## config.mk

```make
export PLATFORM = sky130hd
export DESIGN_NAME = tls_front
export DESIGN_NICKNAME = d
export VERILOG_FILES = /design/src/hdl/tls_pkg.sv /design/src/hdl/tls_front.sv
export SDC_FILE = /design/constraint.sdc
export NUM_CORES = 1
export LEC_CHECK = 0
export BUFFER_PORTS_ARGS = -buffer_cell sky130_fd_sc_hd__buf_2
export CORE_MARGIN = 2
export CORE_UTILIZATION = 63
export CTS_BUF_LIST = sky130_fd_sc_hd__clkbuf_2 sky130_fd_sc_hd__clkbuf_4 sky130_fd_sc_hd__clkbuf_8
export DETAILED_ROUTE_END_ITERATION = 10
export HOLD_SLACK_MARGIN = 0.1
export PLACE_DENSITY = 0.95
export REMOVE_ABC_BUFFERS = 1
export SLEW_MARGIN = 40
export SYNTH_ARGS = -nofsm -noshare
export SYNTH_HDL_FRONTEND = slang
export SYNTH_SLANG_ARGS = --single-unit
```

## constraint.sdc

```tcl
create_clock -name clk -period 7.8 [get_ports clk]
set_input_delay 0.78 -clock clk [delete_from_list [all_inputs] [get_ports clk]]
set_output_delay 0.78 -clock clk [all_outputs]
set_load 0.1 [all_outputs]
```

## src/hdl/tls_pkg.sv

```systemverilog
package tls_pkg;

  // default build values
  localparam int ANGLE_BITS_DEF = 16;
  localparam int SINE_FRAC_DEF  = 15;
  localparam int QUEUE_DEPTH    = 4;

  // command bytes
  localparam logic [7:0] SYM_FORWARD  = 8'h46;  // 'F'
  localparam logic [7:0] SYM_TURN_POS = 8'h2B;  // '+'
  localparam logic [7:0] SYM_TURN_NEG = 8'h2D;  // '-'

  // configuration register indexes
  localparam int CFG_IDX_W = 2;
  localparam logic [CFG_IDX_W-1:0] REG_STEP_LENGTH = 2'd0;
  localparam logic [CFG_IDX_W-1:0] REG_TURN_ANGLE  = 2'd1;
  localparam logic [CFG_IDX_W-1:0] REG_START_X     = 2'd2;
  localparam logic [CFG_IDX_W-1:0] REG_START_Y     = 2'd3;

  // configuration reset values
  localparam logic [15:0]        STEP_LENGTH_RST = 16'd5120;   // 20.0 in q8.8
  localparam logic [15:0]        TURN_ANGLE_RST  = 16'd10923;  // 60 degrees
  localparam logic signed [15:0] START_X_RST     = 16'sd250;
  localparam logic signed [15:0] START_Y_RST     = 16'sd400;

  // series arithmetic, q2.30
  localparam int Q_W   = 32;
  localparam int SUM_W = 34;
  localparam int TERMS = 9;
  localparam logic [30:0]          HALF_PI_Q30 = 31'h6487ED51;
  localparam logic [Q_W-1:0]       ONE_Q30     = 32'h4000_0000;
  localparam logic signed [SUM_W-1:0] ONE_Q30_S = 34'sh0_4000_0000;

  typedef struct packed {
    logic is_f;
    logic restart;
  } ctl_t;

  typedef struct packed {
    logic [15:0]        step_length;
    logic [15:0]        turn_angle;
    logic signed [15:0] start_x;
    logic signed [15:0] start_y;
  } cfg_t;

  // one slot of the series pipeline
  typedef struct packed {
    ctl_t                    ctl;
    logic [1:0]              quad;
    logic [Q_W-1:0]          x2;
    logic [Q_W-1:0]          ts;
    logic [Q_W-1:0]          tc;
    logic signed [SUM_W-1:0] ss;
    logic signed [SUM_W-1:0] cc;
  } term_t;

endpackage

```

## src/hdl/tls_front.sv

```systemverilog
module tls_front #(
  parameter int ANGLE_BITS = tls_pkg::ANGLE_BITS_DEF
) (
  input  logic                  clk,
  input  logic                  rst_n,
  input  logic                  in_push,
  output logic                  in_full,
  input  logic [7:0]            in_symbol,
  input  logic                  in_restart,
  input  logic [15:0]           turn_angle,
  input  logic                  q_full,
  output logic                  q_push,
  output tls_pkg::ctl_t         q_ctl,
  output logic [ANGLE_BITS-1:0] q_heading
);
  import tls_pkg::*;

  logic                  accept;
  logic                  is_f;
  logic                  is_pos;
  logic                  is_neg;
  logic [ANGLE_BITS-1:0] heading_r;
  logic [ANGLE_BITS-1:0] heading_nxt;
  logic [ANGLE_BITS-1:0] base;
  logic [ANGLE_BITS-1:0] turn;

  // classify the symbol
  assign accept = in_push & ~q_full;
  assign in_full = q_full;
  assign is_f   = (in_symbol == SYM_FORWARD);
  assign is_pos = (in_symbol == SYM_TURN_POS);
  assign is_neg = (in_symbol == SYM_TURN_NEG);

  // heading seen by this symbol, after a restart
  assign base = in_restart ? '0 : heading_r;
  assign turn = ANGLE_BITS'(turn_angle);

  always_comb begin
    heading_nxt = heading_r;
    if (accept) begin
      if (is_pos) begin
        heading_nxt = base + turn;
      end else if (is_neg) begin
        heading_nxt = base - turn;
      end else begin
        heading_nxt = base;
      end
    end
  end

  always_ff @(posedge clk) begin
    if (!rst_n) begin
      heading_r <= '0;
    end else begin
      heading_r <= heading_nxt;
    end
  end

  // moves and pen restarts go on to the back end
  assign q_push     = accept & (is_f | in_restart);
  assign q_ctl      = '{is_f: is_f, restart: in_restart};
  assign q_heading  = base;

endmodule

```

==> impl_metrics.env <==
export IMPL_status="completed"
export IMPL_dr_pass1_iters=5
export IMPL_drv_cap=0
export IMPL_final_cell_area_mm2=0.00281
export IMPL_netlist_instances=359
export IMPL_synthToLayoutAreaGrowth_pct=9.58
export IMPL_power_density_mw_per_mm2=79.7
export IMPL_cts_root_buf="clkbuf_8"
export IMPL_multiInputGateArea_mm2=0.00204
export IMPL_critPathKind="input port to flip-flop"
export IMPL_port_buffers=48
export IMPL_drive_gt1_share_pct=15.5
export IMPL_via_count=2830
export IMPL_synth_seq_cells=16
export IMPL_ios=49
export IMPL_post_cts_buffers=0
export IMPL_synth_warnings=0
export IMPL_cts_repair_resized=0
export IMPL_cts_max_level=1
export IMPL_grt_pass1_vias=2477
export IMPL_place_congestion=0.900
export IMPL_synthArstFlopShare_pct=0
export IMPL_grt_max_degree=25
export IMPL_period_minus_slack_ns=3.61
export IMPL_ys_types=61
export IMPL_filler_cell_count=332
export IMPL_critPathCaptureType="flip-flop"
export IMPL_synth_common_cells="32 x nor2_1, 30 x a21oi_1, 29 x ha_1"
export IMPL_setup_viol=0
export IMPL_synth_adder_area_share_pct=16.2
export IMPL_synth_xor_area_share_pct=5.47
export IMPL_slew_viol_final=0
export IMPL_totalPowerFinal_uw=224
export IMPL_syn_avg_cell_area_um2=7.13
export IMPL_crit_path_start_kind="input port"
export IMPL_synth_top_flop_cell="dfxtp_1"
export IMPL_relSlewSlack_pct=50.2
export IMPL_arrival_ns=3.77
export IMPL_antenna_diode_count=0
export IMPL_initial_core_util_pct=64.9
export IMPL_worst_slew_pin_transition_ns=0.748
export IMPL_cts_hold_buffers=0
export IMPL_die_w_um=67.7
export IMPL_required_ns=7.96
export IMPL_dpl_instance_area_mm2=0.00276
export IMPL_synth_area_mm2=0.00256
export IMPL_grt_overflow_total=0
export IMPL_preCtsSetupSlack_ns=3.99
export IMPL_cts_tree="built"
export IMPL_timing_critical_path_buf_inv=2
export IMPL_max_stage_delay_ns=0.42
export IMPL_clock_fmax_mhz=277
export IMPL_dieHeight_um=67.7
export IMPL_cp_slowest_cell="fa_1"
export IMPL_core_mm2=0.00394
export IMPL_crit_family="compound AO/OA/AOI/OAI gates"
export IMPL_antenna_found_initial=0
export IMPL_cp_cell_sequence="buf_2 -> nand2b_1 -> inv_1 -> ha_1 -> fa_1 -> maj3_2 -> a221o_1 -> a211oi_2 -> nor3_1 -> o31a_1 -> o31ai_1"
export IMPL_yosysTopAreaCell="ha_1"
export IMPL_synth_top_area_share_pct=14.2
export IMPL_path_clk_slew_ns=0.06
export IMPL_globalRouteTotalUtil_pct=32.2
export IMPL_yosys_cell_count_top_type="nor2_1"
export IMPL_ant_nets=0
export IMPL_seq_area_frac_synth_pct=12.5
export IMPL_synth_simple_area_share_pct=26.1
export IMPL_synth_edff_count=0
export IMPL_cp_max_fo=24
export IMPL_largest_reg_flops=16
export IMPL_rsz0062_at_grt="no"
export IMPL_top_regs="heading_r x16"
export IMPL_routedWlPerCell_um=16.2
export IMPL_fin_setup_tns_ns=0
export IMPL_drc=0
export IMPL_clock_sinks=16
export IMPL_hold_ws_ns=0.453
export IMPL_vias_per_cell=6.46
export IMPL_hpwl_mm=5.39
export IMPL_synth_top_family_by_area="compound AO/OA/AOI/OAI gates"
export IMPL_worstHoldPathType="flip-flop to flip-flop"
export IMPL_skew_ns=0.00321
export IMPL_synth_area_top_cells="ha_1 14%, dfxtp_1 13%, a21oi_1 5.9%"
export IMPL_cts_buffer_depth=2
export IMPL_final_nets=450
export IMPL_synth_compound_area_share_pct=31.3
export IMPL_postLayoutSetupSlackWorst_ns=4.19
export IMPL_drt_initial_drc_count=253
export IMPL_cts_buffers_inserted=3
export IMPL_clk_latency_ns=0.25
export IMPL_totalWireLength_mm=7.09
export IMPL_num_rows=23
export IMPL_regArea_um2=320
export IMPL_grt_pass1_wl_mm=11.5
export IMPL_ir_drop_uv=51.7
export IMPL_synth_area_mux_share_pct=0.782
export IMPL_leakagePower_uw=0.00129
export IMPL_hold_violations=0
export IMPL_die_area_mm2=0.00459
export IMPL_finalCritPeriodShare_pct=46.3
export IMPL_largest_register="heading_r"
[through the flow]
step	cells	utilization [%]
global placement	435	70.1
CTS	438	71.2
detailed placement	435	70.1
global route	438	71.2
floorplan	337	-
finish	438	71.2
[power breakdown]
part / switching, uW / total [uW] / internal, uW
Sequential: 0.949 / 84.0 / 83.1
Clock: 28.8 / 63.1 / 34.3
Combinational: 50.9 / 76.6 / 25.7
Total: 80.6 / 224 / 143
[worst register-to-register path, stage by stage (launching register included)]
cell      delay (ns)
dfxtp_1         0.31
nand2b_1        0.11
inv_1           0.07
ha_1            0.21
fa_1            0.42
maj3_2          0.33
a221o_1         0.36
a211oi_2        0.33
nor3_1          0.12
o31a_1          0.31
o31ai_1         0.25
[final timing paths]
kind	from	endpoint	slack [ns]	cells past startpoint
setup / recovery	in_restart	heading_r[10]	4.19	11
hold / removal	heading_r[9]	heading_r[9]	0.45	2
setup reg to reg	heading_r[0]	heading_r[10]	4.89	10
hold reg to reg	heading_r[9]	heading_r[9]	0.45	2
[routing by layer]
layer	routed length, um	vias up	track usage [%]
met3	658	12	3.67
met2	3220	158	53.3
met1	3130	1316	43.7
met4	94	0	8.93
met5	0	-	0
li1	-	1344	-
[layout make-up]
cell class	instances	share of cell area, %
multi-input cells	295	72.8
flip-flops and latches	16	11.4
repair buffers	48	8.56
inverters	26	3.48
well taps	50	2.23
clock buffers	3	1.47
[cells by family (layout without fill, tap and decap cells)]
family | after synthesis | count (layout)
compound gates | 118 | 118
xor+xnor | 16 | 16
fa+ha+maj | 32 | 32
buf+inv | 48 | 77
flops | 16 | 16
mux | 2 | 2
simple gates | 127 | 127
[placed cells by master, fill, tap and decap left out, types with 16 or more instances in the layout]
cell type / n
nor2b_1: 23
nor2_1: 32
nand2_1: 22
a21oi_1: 30
o21ai_0: 25
dfxtp_1: 16
buf_2: 48
inv_1: 25
ha_1: 29
Power figures use the tool's default switching activity.
