==> src/hdl/tls_pkg.sv <==
package tls_pkg;

  // default build values
  localparam int ANGLE_BITS_DEF = 16;
  localparam int SINE_FRAC_DEF  = 15;
  localparam int QUEUE_DEPTH    = 4;

  // command bytes
  localparam logic [7:0] SYM_FORWARD  = 8'h46;  // 'F'
  localparam logic [7:0] SYM_TURN_POS = 8'h2B;  // '+'
  localparam logic [7:0] SYM_TURN_NEG = 8'h2D;  // '-'

  // configuration register indexes
  localparam int CFG_IDX_W = 2;
  localparam logic [CFG_IDX_W-1:0] REG_STEP_LENGTH = 2'd0;
  localparam logic [CFG_IDX_W-1:0] REG_TURN_ANGLE  = 2'd1;
  localparam logic [CFG_IDX_W-1:0] REG_START_X     = 2'd2;
  localparam logic [CFG_IDX_W-1:0] REG_START_Y     = 2'd3;

  // configuration reset values
  localparam logic [15:0]        STEP_LENGTH_RST = 16'd5120;   // 20.0 in q8.8
  localparam logic [15:0]        TURN_ANGLE_RST  = 16'd10923;  // 60 degrees
  localparam logic signed [15:0] START_X_RST     = 16'sd250;
  localparam logic signed [15:0] START_Y_RST     = 16'sd400;

  // series arithmetic, q2.30
  localparam int Q_W   = 32;
  localparam int SUM_W = 34;
  localparam int TERMS = 9;
  localparam logic [30:0]          HALF_PI_Q30 = 31'h6487ED51;
  localparam logic [Q_W-1:0]       ONE_Q30     = 32'h4000_0000;
  localparam logic signed [SUM_W-1:0] ONE_Q30_S = 34'sh0_4000_0000;

  typedef struct packed {
    logic is_f;
    logic restart;
  } ctl_t;

  typedef struct packed {
    logic [15:0]        step_length;
    logic [15:0]        turn_angle;
    logic signed [15:0] start_x;
    logic signed [15:0] start_y;
  } cfg_t;

  // one slot of the series pipeline
  typedef struct packed {
    ctl_t                    ctl;
    logic [1:0]              quad;
    logic [Q_W-1:0]          x2;
    logic [Q_W-1:0]          ts;
    logic [Q_W-1:0]          tc;
    logic signed [SUM_W-1:0] ss;
    logic signed [SUM_W-1:0] cc;
  } term_t;

endpackage

==> src/hdl/tls_queue.sv <==
module tls_queue #(
  parameter int W     = 18,
  parameter int DEPTH = tls_pkg::QUEUE_DEPTH
) (
  input  logic         clk,
  input  logic         rst_n,
  input  logic         push,
  input  logic [W-1:0] wdata,
  output logic         full,
  input  logic         pop,
  output logic [W-1:0] rdata,
  output logic         valid
);
  localparam int AW = $clog2(DEPTH);

  logic [W-1:0]  mem_r [DEPTH];
  logic [AW-1:0] wr_ptr_r;
  logic [AW-1:0] rd_ptr_r;
  logic [AW:0]   count_r;
  logic          do_push;
  logic          do_pop;

  assign do_push = push & ~full;
  assign do_pop  = pop & valid;
  assign full    = (count_r == (AW+1)'(DEPTH));
  assign valid   = (count_r != '0);
  assign rdata   = mem_r[rd_ptr_r];

  // pointers and fill count
  always_ff @(posedge clk) begin
    if (!rst_n) begin
      wr_ptr_r <= '0;
      rd_ptr_r <= '0;
      count_r  <= '0;
    end else begin
      if (do_push) begin
        wr_ptr_r <= wr_ptr_r + 1'b1;
      end
      if (do_pop) begin
        rd_ptr_r <= rd_ptr_r + 1'b1;
      end
      if (do_push && !do_pop) begin
        count_r <= count_r + 1'b1;
      end else if (!do_push && do_pop) begin
        count_r <= count_r - 1'b1;
      end
    end
  end

  // entry storage
  always_ff @(posedge clk) begin
    if (do_push) begin
      mem_r[wr_ptr_r] <= wdata;
    end
  end

endmodule

==> config.mk <==
export PLATFORM = sky130hd
export DESIGN_NAME = tls_queue
export DESIGN_NICKNAME = d
export VERILOG_FILES = /design/src/hdl/tls_pkg.sv /design/src/hdl/tls_queue.sv
export SDC_FILE = /design/constraint.sdc
export NUM_CORES = 1
export LEC_CHECK = 0
export BUFFER_PORTS_ARGS = -buffer_cell sky130_fd_sc_hd__buf_2
export CORE_MARGIN = 3
export CORE_UTILIZATION = 55
export CTS_CLUSTER_SIZE = 24
export DETAILED_ROUTE_END_ITERATION = 8
export GPL_ROUTABILITY_DRIVEN = 0
export PLACE_DENSITY_LB_ADDON = 0.25
export SETUP_SLACK_MARGIN = 0.5
export SYNTH_ARGS = -nofsm -noshare
export SYNTH_HDL_FRONTEND = slang
export SYNTH_SLANG_ARGS = --single-unit
export TNS_END_PERCENT = 10
==> constraint.sdc <==
create_clock -name clk -period 6.2 [get_ports clk]
set_input_delay 0.31 -clock clk [delete_from_list [all_inputs] [get_ports clk]]
set_output_delay 0.31 -clock clk [all_outputs]
set_load 0.03 [all_outputs]
==> results of run 1 <==
==> cell type report <==
class	instances	area, µm²	share of cell area, %
multi-input combinational	52	716	20.3
sequential	81	2340	66.3
clock buffer	10	128	3.61
tap	70	87.6	2.48
timing repair buffer	42	213	6.02
inverter	3	11.3	0.319
clock inverter	6	35.0	0.992
==> through the flow <==
| stage | cell area, µm² | instances | power, mW |
|---|---|---|---|
| 2_1_floorplan | 3130 | 142 | 1.06 |
| 3_3_place_gp | 3370 | 248 | 1.14 |
| 3_5_place_dp | 3370 | 248 | 1.16 |
| 4_1_cts | 3530 | 264 | 1.47 |
| 5_1_grt | 3530 | 264 | 1.53 |
| 6_report | 3530 | 264 | 1.45 |
==> worst register-to-register path, stage by stage (launching register included) <==
cell and delay, ns:
dfxtp_1 0.50, nor3b_2 0.09, nor2b_1 0.41, ha_1 0.28, inv_1 0.06, fa_1 0.38
xor2_1 0.16, or3_1 0.31, a21boi_0 0.16
==> cell families after synthesis <==
kind of cell | synth area share [%]
AOI/OAI and AO/OA | 1.32
xor gates and xnor gates | 1.12
adders and majority gates | 2.64
buffers and inverters | 2.16
DFF | 74.9
muxes | 14.5
and+or+nand+nor | 3.28
==> cell usage in the layout, fill, tap and decap left out, types with 3 or more instances in the layout <==
master	Yosys	layout
edfxtp_1	72	72
buf_2	2	41
mux4_2	13	13
dfxtp_1	9	9
clkbuf_8	0	9
and2_1	8	8
mux4_1	5	5
ha_1	5	5
nand2_1	4	4
clkinv_2	0	4
inv_1	3	3
xnor2_1	3	3
mux2i_1	3	3
==> power by group through the flow <==
| stage | combinational, mW | sequential, mW | clock, mW |
|---|---|---|---|
| after CTS | 0.442 | 0.706 | 0.324 |
| after global placement | 0.432 | 0.711 | 0 |
| after floorplan | 0.362 | 0.700 | 0 |
| after detailed placement | 0.442 | 0.718 | 0 |
| after global routing | 0.467 | 0.713 | 0.347 |
| final | 0.434 | 0.705 | 0.315 |
==> metal layers <==
layer  GRT usage [%]  vias up  routed length [µm]
met1            19.8      728                1920
met2            26.2       34                2510
met3            4.10        5                 241
met4            7.60        0                  44
li1                -      666                   -
met5               0        -                   0
==> how the worst min path moves through the flow <==
stage | from | end | slack, ns | depth (start not counted)
after CTS | wdata[14] | mem_r[3][14] | 0.17 | 1
after detailed placement | wr_ptr_r[1] | wr_ptr_r[1] | 0.51 | 2
after global placement | wr_ptr_r[1] | wr_ptr_r[1] | 0.48 | 2
after global routing | wdata[3] | mem_r[0][3] | 0.17 | 1
final | wdata[4] | mem_r[1][4] | 0.18 | 1
after floorplan | wdata[0] | mem_r[0][0] | 0.41 | 0
==> flip-flops by register name (all words and copies together), names as in the netlist, named ones only <==
register / count
count_r: 3
rd_ptr_r: 2
wr_ptr_r: 2
mem_r: 72
==> PnR_summary.wiki, run 1 <==
{| class="wikitable"
! Metric !! Value
|-
| Antenna violations before repair || 0
|-
| Grt ovf || 0
|-
| Class of the most critical hold timing path || primary input to register
|-
| Slew at the pin closest to its max-slew limit || just over 0.9 ns
|-
| Total routing resource utilization after global routing || between 15 and 20%
|-
| Period utilization || about two fifths
|-
| Worst Reg-to-Reg Cells || 8
|-
| Via density per instance || between 5 and 6
|-
| Clock buffers created by TritonCTS || 9
|-
| Max VDD drop || between 0.2 and 0.25 mV
|-
| Post-place setup slack || 3.76 ns
|-
| Combined area of all synthesized cells || around 3100 µm²
|-
| Post-cts hold buffer count || 0
|-
| Number of input and output port buffers inserted || 41
|-
| Starting DRC count in detailed routing || a little under 80
|-
| Setup-violating endpoint count in the final report || 0
|-
| Die boundary width || around 80 µm
|-
| Maximum capacitance violations || 0
|-
| Tightest slew margin relative to the limit || roughly two fifths
|-
| Leading cell type by number of instances after synthesis || edfxtp_1
|-
| Leakage power summed over all cells || about 1.2 nW
|-
| Number of nets in the final layout || ~220
|-
| Cell taking the most area after synthesis || edfxtp_1
|-
| Maximum clock frequency || 414 MHz
|-
| Comb power frac || between 20 and 30%
|-
| Number of inserted filler cells in the final layout || around 360
|-
| Library cell used as clock root buffer || clkbuf_8
|-
| DRC errors left || 0
|-
| Data required time at the worst endpoint || roughly 6.5 ns
|-
| Commonest cells in the netlist || edfxtp_1 (72), mux4_2 (13), dfxtp_1 (9)
|-
| Top-area cell type share of the netlist area || between 60 and 70%
|-
| Sequence of cells on the critical path || nor3b_2, nor2b_1, ha_1, inv_1, fa_1, xor2_1, or3_1, a21boi_0
|-
| Launch instance of the worst register-to-register path || count_r[0]
|-
| Die H || 81.4 µm
|-
| Clock latency reported for the late side of the worst-skew pair || roughly 0.34 ns
|-
| Reported net switching power || between 0.4 and 0.5 mW
|-
| Clock slew seen by the registers of the worst setup and hold paths || roughly 0.08 ns
|-
| Unrepaired setup endpoints after global routing || no
|-
| Global-route wire length before repair || between 7000 and 8000 µm
|-
| Maximum number of pins on one net before global-route repair || 19
|-
| Top area cells in the synthesized netlist || edfxtp_1 (69%), mux4_2 (9.4%), dfxtp_1 (5.8%), mux4_1 (4.2%), ha_1 (2.0%)
|-
| R2R Path End || count_r[2]
|-
| Final antenna-violating net count || 0
|-
| Mean area per synthesized cell || 22.0 µm²
|-
| Arr. time, crit path || around 2.7 ns
|-
| R2r setup slk || roughly 3.8 ns
|-
| Number of gates given a new drive strength after cts || 0
|-
| Clock power frac || roughly 22%
|-
| Synth-to-layout area growth || 13.0%
|-
| Ant. Diodes || 0
|-
| Syn nets || 170
|-
| Die area || between 6000 and 7000 µm²
|-
| Kind of capture point of the worst setup path || register
|-
| Clock tree from TritonCTS || done
|-
| Number of distinct library cells after synthesis || 23
|-
| Part of the power in registers || approximately half
|-
| Flop and latch count out of synthesis || 81
|-
| Worst clock skew || 0.00642 ns
|-
| Post-detail-place hpwl || around 3100 µm
|-
| Setup TNS || 0 ns
|-
| Power density over the cells || 412 nW/µm²
|-
| Maximum count of clock buffers along a single path || 2
|-
| Number of stages on the worst setup path || 8
|-
| Final worst slack || ~3.8 ns
|-
| Cell internal pwr || 0.984 mW
|-
| Critical path launch point type || register
|-
| Count of pins on the block boundary || 42
|-
| Gate count after technology mapping || between 100 and 150
|-
| Top_reg_cell synth || edfxtp_1
|-
| Proportion of layout cells with a drive suffix above 1 || between 30% and 40%
|-
| End point of the critical path || count_r[2]
|-
| Number of max-slew violations in the final report || 0
|-
| Final Hold Violating Endpoints || 0
|-
| Total detailed-routing wirelength || 4710 µm
|-
| Async S/R FF share, synth || 0%
|-
| Sequential cell area fraction in the yosys report || approximately three quarters
|-
| Maximum level of the CTS H-tree || 3
|-
| Count of clock tree sinks || around 80
|-
| Row count || 26
|-
| Pre-Repair DR Iteration Count || 4
|-
| Outcome || complete, no violations
|-
| Final critical delay including setup and external delays || roughly 2.4 ns
|-
| Cell family contributing the most delay on the critical path || simple AND/OR/NAND/NOR gates
|-
| Path type of the worst setup path || register to register
|-
| Post CTS Setup Buffer Count || 0
|-
| Finished Core Util || 66.6%
|-
| Worst hold margin || ~0.18 ns
|-
| Largest fanout on the critical path || 7
|-
| Initial core utilization || between 50 and 60%
|-
| Via count || 1433
|-
| Routed wirelength normalized by instance count || 17.9 µm
|-
| Switching Share || between 30% and 40%
|-
| Critical path buffer and inverter count || 1
|-
| Slowest stage delay, CP || approximately 0.50 ns
|-
| Vias in the first global route || ~1500
|-
| Ys Warns || 0
|-
| Core outline area || around 5300 µm²
|-
| Crit-path slowest cell || dfxtp_1
|-
| Start point of the critical path || count_r[0]
|-
| EDFF count, synth || slightly above 70
|}
Power figures use the tool's default switching activity.
==> run 2, diff against run 1 <==
Clock period 6.2 ns to 2.4 ns, I/O delays scaled along.
==> run 2 against run 1 <==
Compared with the run above:
- global-route usage up 1.4 points
- largest power group unchanged
- register-to-register slack worse by 3.3 ns
- highest routed layer unchanged
- critical path depth unchanged
- utilization up 4.4 points
==> PnR_summary.wiki, run 2 (synthesized netlist as in run 1, its figures left out) <==
{| class="wikitable"
! Metric !! Value
|-
| Kind of capture point of the worst setup path || register
|-
| Outcome || complete, no violations
|-
| Number of nets in the final layout || 237 (+9.2%)
|-
| Die H || 81.4 µm (unchanged)
|-
| Arr. time, crit path || 2.12 ns (-0.56 ns)
|-
| Total detailed-routing wirelength || 5010 µm (+6.4%)
|-
| Maximum clock frequency || 536 MHz (+29%)
|-
| Row count || 26 (unchanged)
|-
| Tightest slew margin relative to the limit || 70.7% (+31 points)
|-
| Maximum level of the CTS H-tree || 3 (unchanged)
|-
| Post-detail-place hpwl || 3410 µm (+9.7%)
|-
| Largest fanout on the critical path || 6 (-1)
|-
| Final antenna-violating net count || 0 (unchanged)
|-
| Launch instance of the worst register-to-register path || count_r[2]
|-
| Number of max-slew violations in the final report || 0 (unchanged)
|-
| Antenna violations before repair || 0 (unchanged)
|-
| Final critical delay including setup and external delays || 1.87 ns (-0.546 ns)
|-
| Total routing resource utilization after global routing || 17.4% (+1.4 points)
|-
| Most frequent standard cell in the layout excluding fill and tap cells || edfxtp_1
|-
| Setup-violating endpoint count in the final report || 0 (unchanged)
|-
| Reported net switching power || 1.21 mW (+160%)
|-
| Switching Share || 31.1% (-1.2 points)
|-
| Clock latency reported for the late side of the worst-skew pair || 0.33 ns (about the same)
|-
| Top Registers || mem_r: 72 flops, count_r: 3 flops
|-
| Maximum capacitance violations || 0 (unchanged)
|-
| Worst Reg-to-Reg Cells || 8 (unchanged)
|-
| Clock slew seen by the registers of the worst setup and hold paths || 0.07 ns (about the same)
|-
| Final std cells w/o fill || 284 (+7.6%)
|-
| Clock buffers created by TritonCTS || 9 (unchanged)
|-
| Register with the most flip-flops || mem_r
|-
| Grt ovf || 0 (unchanged)
|-
| Period utilization || 77.8% (+39 points)
|-
| Clock power frac || 20.9% (-0.8 points)
|-
| Leakage power summed over all cells || 1.33 nW (+8.3%)
|-
| Startpoint of the most critical hold path || wdata[4]
|-
| Die boundary width || 81.4 µm (unchanged)
|-
| Ant. Diodes || 0 (unchanged)
|-
| Data required time at the worst endpoint || 2.65 ns (-3.82 ns)
|-
| Part of the power in registers || 47.0% (-1.5 points)
|-
| Synth-to-layout area growth || 20.5%
|-
| Setup TNS || 0 ns (unchanged)
|-
| Inst Count DP || 256 (+3.2%)
|-
| Routed wirelength normalized by instance count || 17.7 µm (-1.1%)
|-
| Flip-flop count of the largest register after layout || 72 (unchanged)
|-
| Worst Hold Endpoint || mem_r[2][4]
|-
| Pre-Repair DR Iteration Count || 2 (-2)
|-
| R2R Path End || count_r[2]
|-
| Power density over the cells || 1030 nW/µm² (+150%)
|-
| Global-route wire length before repair || 8130 µm (+10%)
|-
| Final Hold Violating Endpoints || 0 (unchanged)
|-
| Unrepaired setup endpoints after global routing || yes
|-
| DRC errors left || 0 (unchanged)
|-
| Class of the most critical hold timing path || primary input to register
|-
| Core outline area || 5300 µm² (unchanged)
|-
| Proportion of layout cells with a drive suffix above 1 || 40.2% (+2.6 points)
|-
| Worst clock skew || 0.00457 ns (-0.00185 ns)
|-
| Via density per instance || 5.32 (-2.0%)
|-
| Maximum number of pins on one net before global-route repair || 19 (unchanged)
|-
| Initial core utilization || 58.9% (unchanged)
|-
| Starting DRC count in detailed routing || 75 (-2.6%)
|-
| Count of clock tree sinks || 81 (unchanged)
|-
| Critical path launch point type || register
|-
| Library cell used as clock root buffer || clkbuf_8
|-
| Count of pins on the block boundary || 42 (unchanged)
|-
| Max VDD drop || 0.553 mV (+120%)
|-
| Clock tree from TritonCTS || done
|-
| Via count || 1511 (+5.4%)
|-
| Comb power frac || 32.1% (+2.3 points)
|-
| R2r setup slk || 0.53 ns (-3.25 ns)
|-
| Path type of the worst setup path || register to register
|-
| Slew at the pin closest to its max-slew limit || 0.440 ns (-0.468 ns)
|-
| Vias in the first global route || 1619 (+11%)
|-
| Number of input and output port buffers inserted || 41 (unchanged)
|-
| Die area || 6620 µm² (unchanged)
|-
| Commonest non-fill, non-tap cells in the layout || edfxtp_1 (72), buf_2 (41), mux4_2 (13), clkbuf_8 (10), dlygate4sd3_1 (10)
|-
| Maximum count of clock buffers along a single path || 2 (unchanged)
|-
| Cells on Worst Hold Path || 1 (unchanged)
|-
| Cell internal pwr || 2.67 mW (+170%)
|}
-- run 2: area by class of cell --
type	count	area (µm²)
Multi-Input combinational cell	52	749
Sequential cell	81	2350
Timing Repair Buffer	62	404
Clock inverter	1	5.00
Fill cell	333	1540
Inverter	3	11.3
Tap cell	70	87.6
Clock buffer	15	156
-- run 2: critical path, stage by stage, from the launching register on --
cell      delay [ns]
dfxtp_4         0.37
nor3b_4         0.16
nor2b_2         0.17
ha_4            0.15
inv_1           0.04
fa_2            0.33
xor2_1          0.15
or3_1           0.30
a21boi_1        0.12
-- run 2: how the worst max path moves through the flow --
| stage | to | cells after the start | slack [ns] | from |
|---|---|---|---|---|
| after global routing | count_r[2] | 8 | 0.45 | count_r[2] |
| after CTS | count_r[2] | 8 | 0.49 | count_r[0] |
| after floorplan | count_r[2] | 9 | 0.47 | count_r[1] |
| after detailed placement | count_r[2] | 7 | 0.40 | count_r[1] |
| final | count_r[2] | 8 | 0.53 | count_r[2] |
| after global placement | count_r[2] | 7 | 0.48 | count_r[1] |
-- run 2: routing by layer --
| layer | GRT usage [%] | part of all wire (%) |
|---|---|---|
| met3 | 4.21 | 3.9 |
| met5 | 0 | 0 |
| met4 | 8.11 | 1.6 |
| met1 | 19.8 | 40 |
| met2 | 30.7 | 55 |
-- run 2: metrics by stage --
stage	area, µm²	hold slack (ns)	util [%]	setup WS, ns	power [mW]
4_1_cts	3740	0.000354	70.6	0.493	3.91
2_1_floorplan	3150	0.219	-	0.475	2.77
3_5_place_dp	3470	0.339	65.4	0.400	3.07
5_1_grt	3770	0.00152	71.0	0.448	4.07
6_report	3770	0.0172	71.0	0.534	3.88
3_3_place_gp	3470	0.329	65.4	0.482	3.01
-- run 2: power by group through the flow --
stage,clock (mW),combinational [mW],sequential (mW)
2_1_floorplan,0,0.955,1.82
3_3_place_gp,0,1.19,1.82
3_5_place_dp,0,1.23,1.84
4_1_cts,0.832,1.26,1.82
5_1_grt,0.890,1.35,1.84
6_report,0.810,1.25,1.82
-- run 2: timing repair --
action,in CTS,in global routing
setup endpoints to repair,4,25
resized for setup,3,4
hold endpoints to repair,31,4
pin swaps,1,1
buffers inserted,1,1
hold buffers,9,1
==> run 3, diff against run 2 <==
Clock period 2.4 ns to 1.8 ns, I/O delays scaled along.
==> run 3 against run 2 <==
Compared with the run above:
- the run now ends with negative setup slack left
- non-clock buffer count up 18
- wire length up 6.4%
- total power up 50%
- worst setup slack worse by 0.60 ns
- clock skew up 0.0022 ns
- flip-flop and latch count unchanged
- register-to-register slack worse by 0.60 ns
- clock-buffer cell count down 5
- critical endpoint unchanged
- largest power group unchanged
- highest routed layer unchanged
==> PnR_summary.wiki, run 3 (synthesized netlist as in run 1, its figures left out) <==
{| class="wikitable"
! Metric !! Value
|-
| Outcome || complete, but fails checks
|-
| Violated checks || negative setup slack
|-
| Max VDD drop || 0.988 mV (+79%)
|-
| Maximum number of pins on one net before global-route repair || 19 (unchanged)
|-
| Slowest stage delay, CP || 0.36 ns (about the same)
|-
| Number of inserted filler cells in the final layout || 290 (-13%)
|-
| Largest fanout on the critical path || 3 (-3)
|-
| Proportion of layout cells with a drive suffix above 1 || 47.4% (+7.2 points)
|-
| Maximum level of the CTS H-tree || 3 (unchanged)
|-
| Grt ovf || 0 (unchanged)
|-
| Top Registers || mem_r: 72 flops, count_r: 3 flops
|-
| Via count || 1560 (+3.2%)
|-
| Flip-flop count of the largest register after layout || 72 (unchanged)
|-
| Die boundary width || 81.4 µm (unchanged)
|-
| Register with the most flip-flops || mem_r
|-
| Global-route wire length before repair || 8740 µm (+7.5%)
|-
| Ant. Diodes || 0 (unchanged)
|-
| Number of nets in the final layout || 255 (+7.6%)
|-
| Clock slew seen by the registers of the worst setup and hold paths || 0.07 ns (about the same)
|-
| Row count || 26 (unchanged)
|-
| Die area || 6620 µm² (unchanged)
|-
| Class of the most critical hold timing path || primary input to register
|-
| Kind of capture point of the worst setup path || register
|-
| Total routing resource utilization after global routing || 19.1% (+1.7 points)
|-
| Clock buffers created by TritonCTS || 9 (unchanged)
|-
| Count of clock tree sinks || 81 (unchanged)
|-
| Final Hold Violating Endpoints || 0 (unchanged)
|-
| Final critical delay including setup and external delays || 1.87 ns (+0.00377 ns)
|-
| Worst clock skew || 0.00677 ns (+0.00220 ns)
|-
| Setup-violating endpoint count in the final report || 1 (+1)
|-
| Path type of the worst setup path || register to register
|-
| Worst hold margin || 0.0791 ns (+0.0619 ns)
|-
| Critical path buffer and inverter count || 1 (unchanged)
|-
| Via density per instance || 5.17 (-2.9%)
|-
| Leakage power summed over all cells || 1.47 nW (+10%)
|-
| Period utilization || 104% (+26 points)
|-
| Unrepaired setup endpoints after global routing || yes
|-
| Vias in the first global route || 1745 (+7.8%)
|-
| Commonest non-fill, non-tap cells in the layout || edfxtp_1 (72), buf_2 (21), buf_6 (21), mux4_2 (18), dlygate4sd3_1 (18)
|-
| Crit-path slowest cell || dfxtp_4
|-
| Sequence of cells on the critical path || o31ai_4, ha_4, inv_2, fa_2, xor2_1, or3_1, a21boi_1
|-
| Finished Core Util || 77.8% (+6.7 points)
|-
| Number of input and output port buffers inserted || 41 (unchanged)
|-
| Most frequent standard cell in the layout excluding fill and tap cells || edfxtp_1
|-
| Power density over the cells || 1410 nW/µm² (+37%)
|-
| Cell family contributing the most delay on the critical path || adder cells
|-
| Library cell used as clock root buffer || clkbuf_8
|-
| Synth-to-layout area growth || 31.9%
|-
| Number of max-slew violations in the final report || 0 (unchanged)
|-
| Clock tree from TritonCTS || done
|-
| Antenna violations before repair || 0 (unchanged)
|-
| Routed wirelength normalized by instance count || 17.7 µm (about the same)
|-
| Die H || 81.4 µm (unchanged)
|-
| Final worst slack || -0.0702 ns (-0.604 ns)
|-
| Maximum capacitance violations || 0 (unchanged)
|-
| Slew at the pin closest to its max-slew limit || 0.290 ns (-0.150 ns)
|-
| Clock latency reported for the late side of the worst-skew pair || 0.34 ns (about the same)
|-
| Starting DRC count in detailed routing || 86 (+15%)
|-
| Data required time at the worst endpoint || 2.07 ns (-0.58 ns)
|-
| Total detailed-routing wirelength || 5340 µm (+6.4%)
|-
| DRC errors left || 0 (unchanged)
|-
| Post-detail-place hpwl || 3300 µm (-3.1%)
|-
| Maximum clock frequency || 535 MHz (-0.20%)
|-
| Final antenna-violating net count || 0 (unchanged)
|-
| Maximum count of clock buffers along a single path || 2 (unchanged)
|-
| Initial core utilization || 58.9% (unchanged)
|-
| Core outline area || 5300 µm² (unchanged)
|-
| Tightest slew margin relative to the limit || 80.7% (+10 points)
|-
| Critical path launch point type || register
|-
| R2r setup slk || -0.07 ns (-0.60 ns)
|-
| Pre-Repair DR Iteration Count || 5 (+3)
|-
| Count of pins on the block boundary || 42 (unchanged)
|-
| Arr. time, crit path || 2.14 ns (+0.02 ns)
|}
-- run 3: cell types whose count changed in the layout (fill, tap and decap cells not counted), sizes merged --
cell,before,now
clkinvlp,0,2
buf,52,62
clkbuf,15,10
clkinv,1,4
dlygate4sd3,10,18
-- run 3: final timing paths --
kind,cells past startpoint,start,to
min,2,rst_n,count_r[2]
max,7,count_r[2],count_r[2]
max reg2reg,7,count_r[2],count_r[2]
min reg2reg,2,wr_ptr_r[0],wr_ptr_r[0]
-- run 3: repair_timing --
action / in CTS / in global routing
setup buffers: 3 / 1
setup endpoints to repair: 94 / 95
resized for setup: 70 / 3
endpoints found under the hold margin: 72 / 0
gates cloned: 1 / 0
hold buffers: 18 / 0
pin swaps: 7 / 2
-- run 3: cell type report --
type,count,area (µm²),share of cell area [%]
timing repair buffer,80,759,18.4
multi-input combinational,52,739,17.9
clock buffer,10,138,3.34
sequential,81,2350,57.1
clock inverter,6,33.8,0.819
tap,70,87.6,2.12
inverter,3,11.3,0.273
-- run 3: metrics by stage --
step           setup WS, ns  setup TNS, ns  cells  power [mW]  cell area, µm²
6_report            -0.0702        -0.0702    302        5.81            4120
5_1_grt              -0.129         -0.129    302        6.09            4120
4_1_cts             -0.0790        -0.0790    301        5.84            4110
3_5_place_dp         -0.161         -0.161    263        4.17            3510
3_3_place_gp        -0.0664        -0.0664    263        4.09            3510
2_1_floorplan        -0.111         -0.188    142        3.71            3160
-- run 3: worst register-to-register path: stages (launching register included) --
cell and delay [ns]:
dfxtp_4 0.36, o31ai_4 0.31, ha_4 0.18, inv_2 0.03, fa_2 0.33, xor2_1 0.16, or3_1 0.30, a21boi_1 0.12
-- run 3: report_power, final --
group          total (mW)  internal [mW]  leakage, nW  switching [mW]
clock                1.14          0.526       0.0855           0.610
sequential           2.43           2.31        0.736           0.128
combinational        2.24           1.17        0.647            1.07
-- run 3: routing by layer --
| metal | share of wire, % | GRT usage [%] |
|---|---|---|
| met1 | 40 | 23.0 |
| met2 | 55 | 31.7 |
| met3 | 3.1 | 3.88 |
| met4 | 1.9 | 11.8 |
| met5 | 0 | 0 |
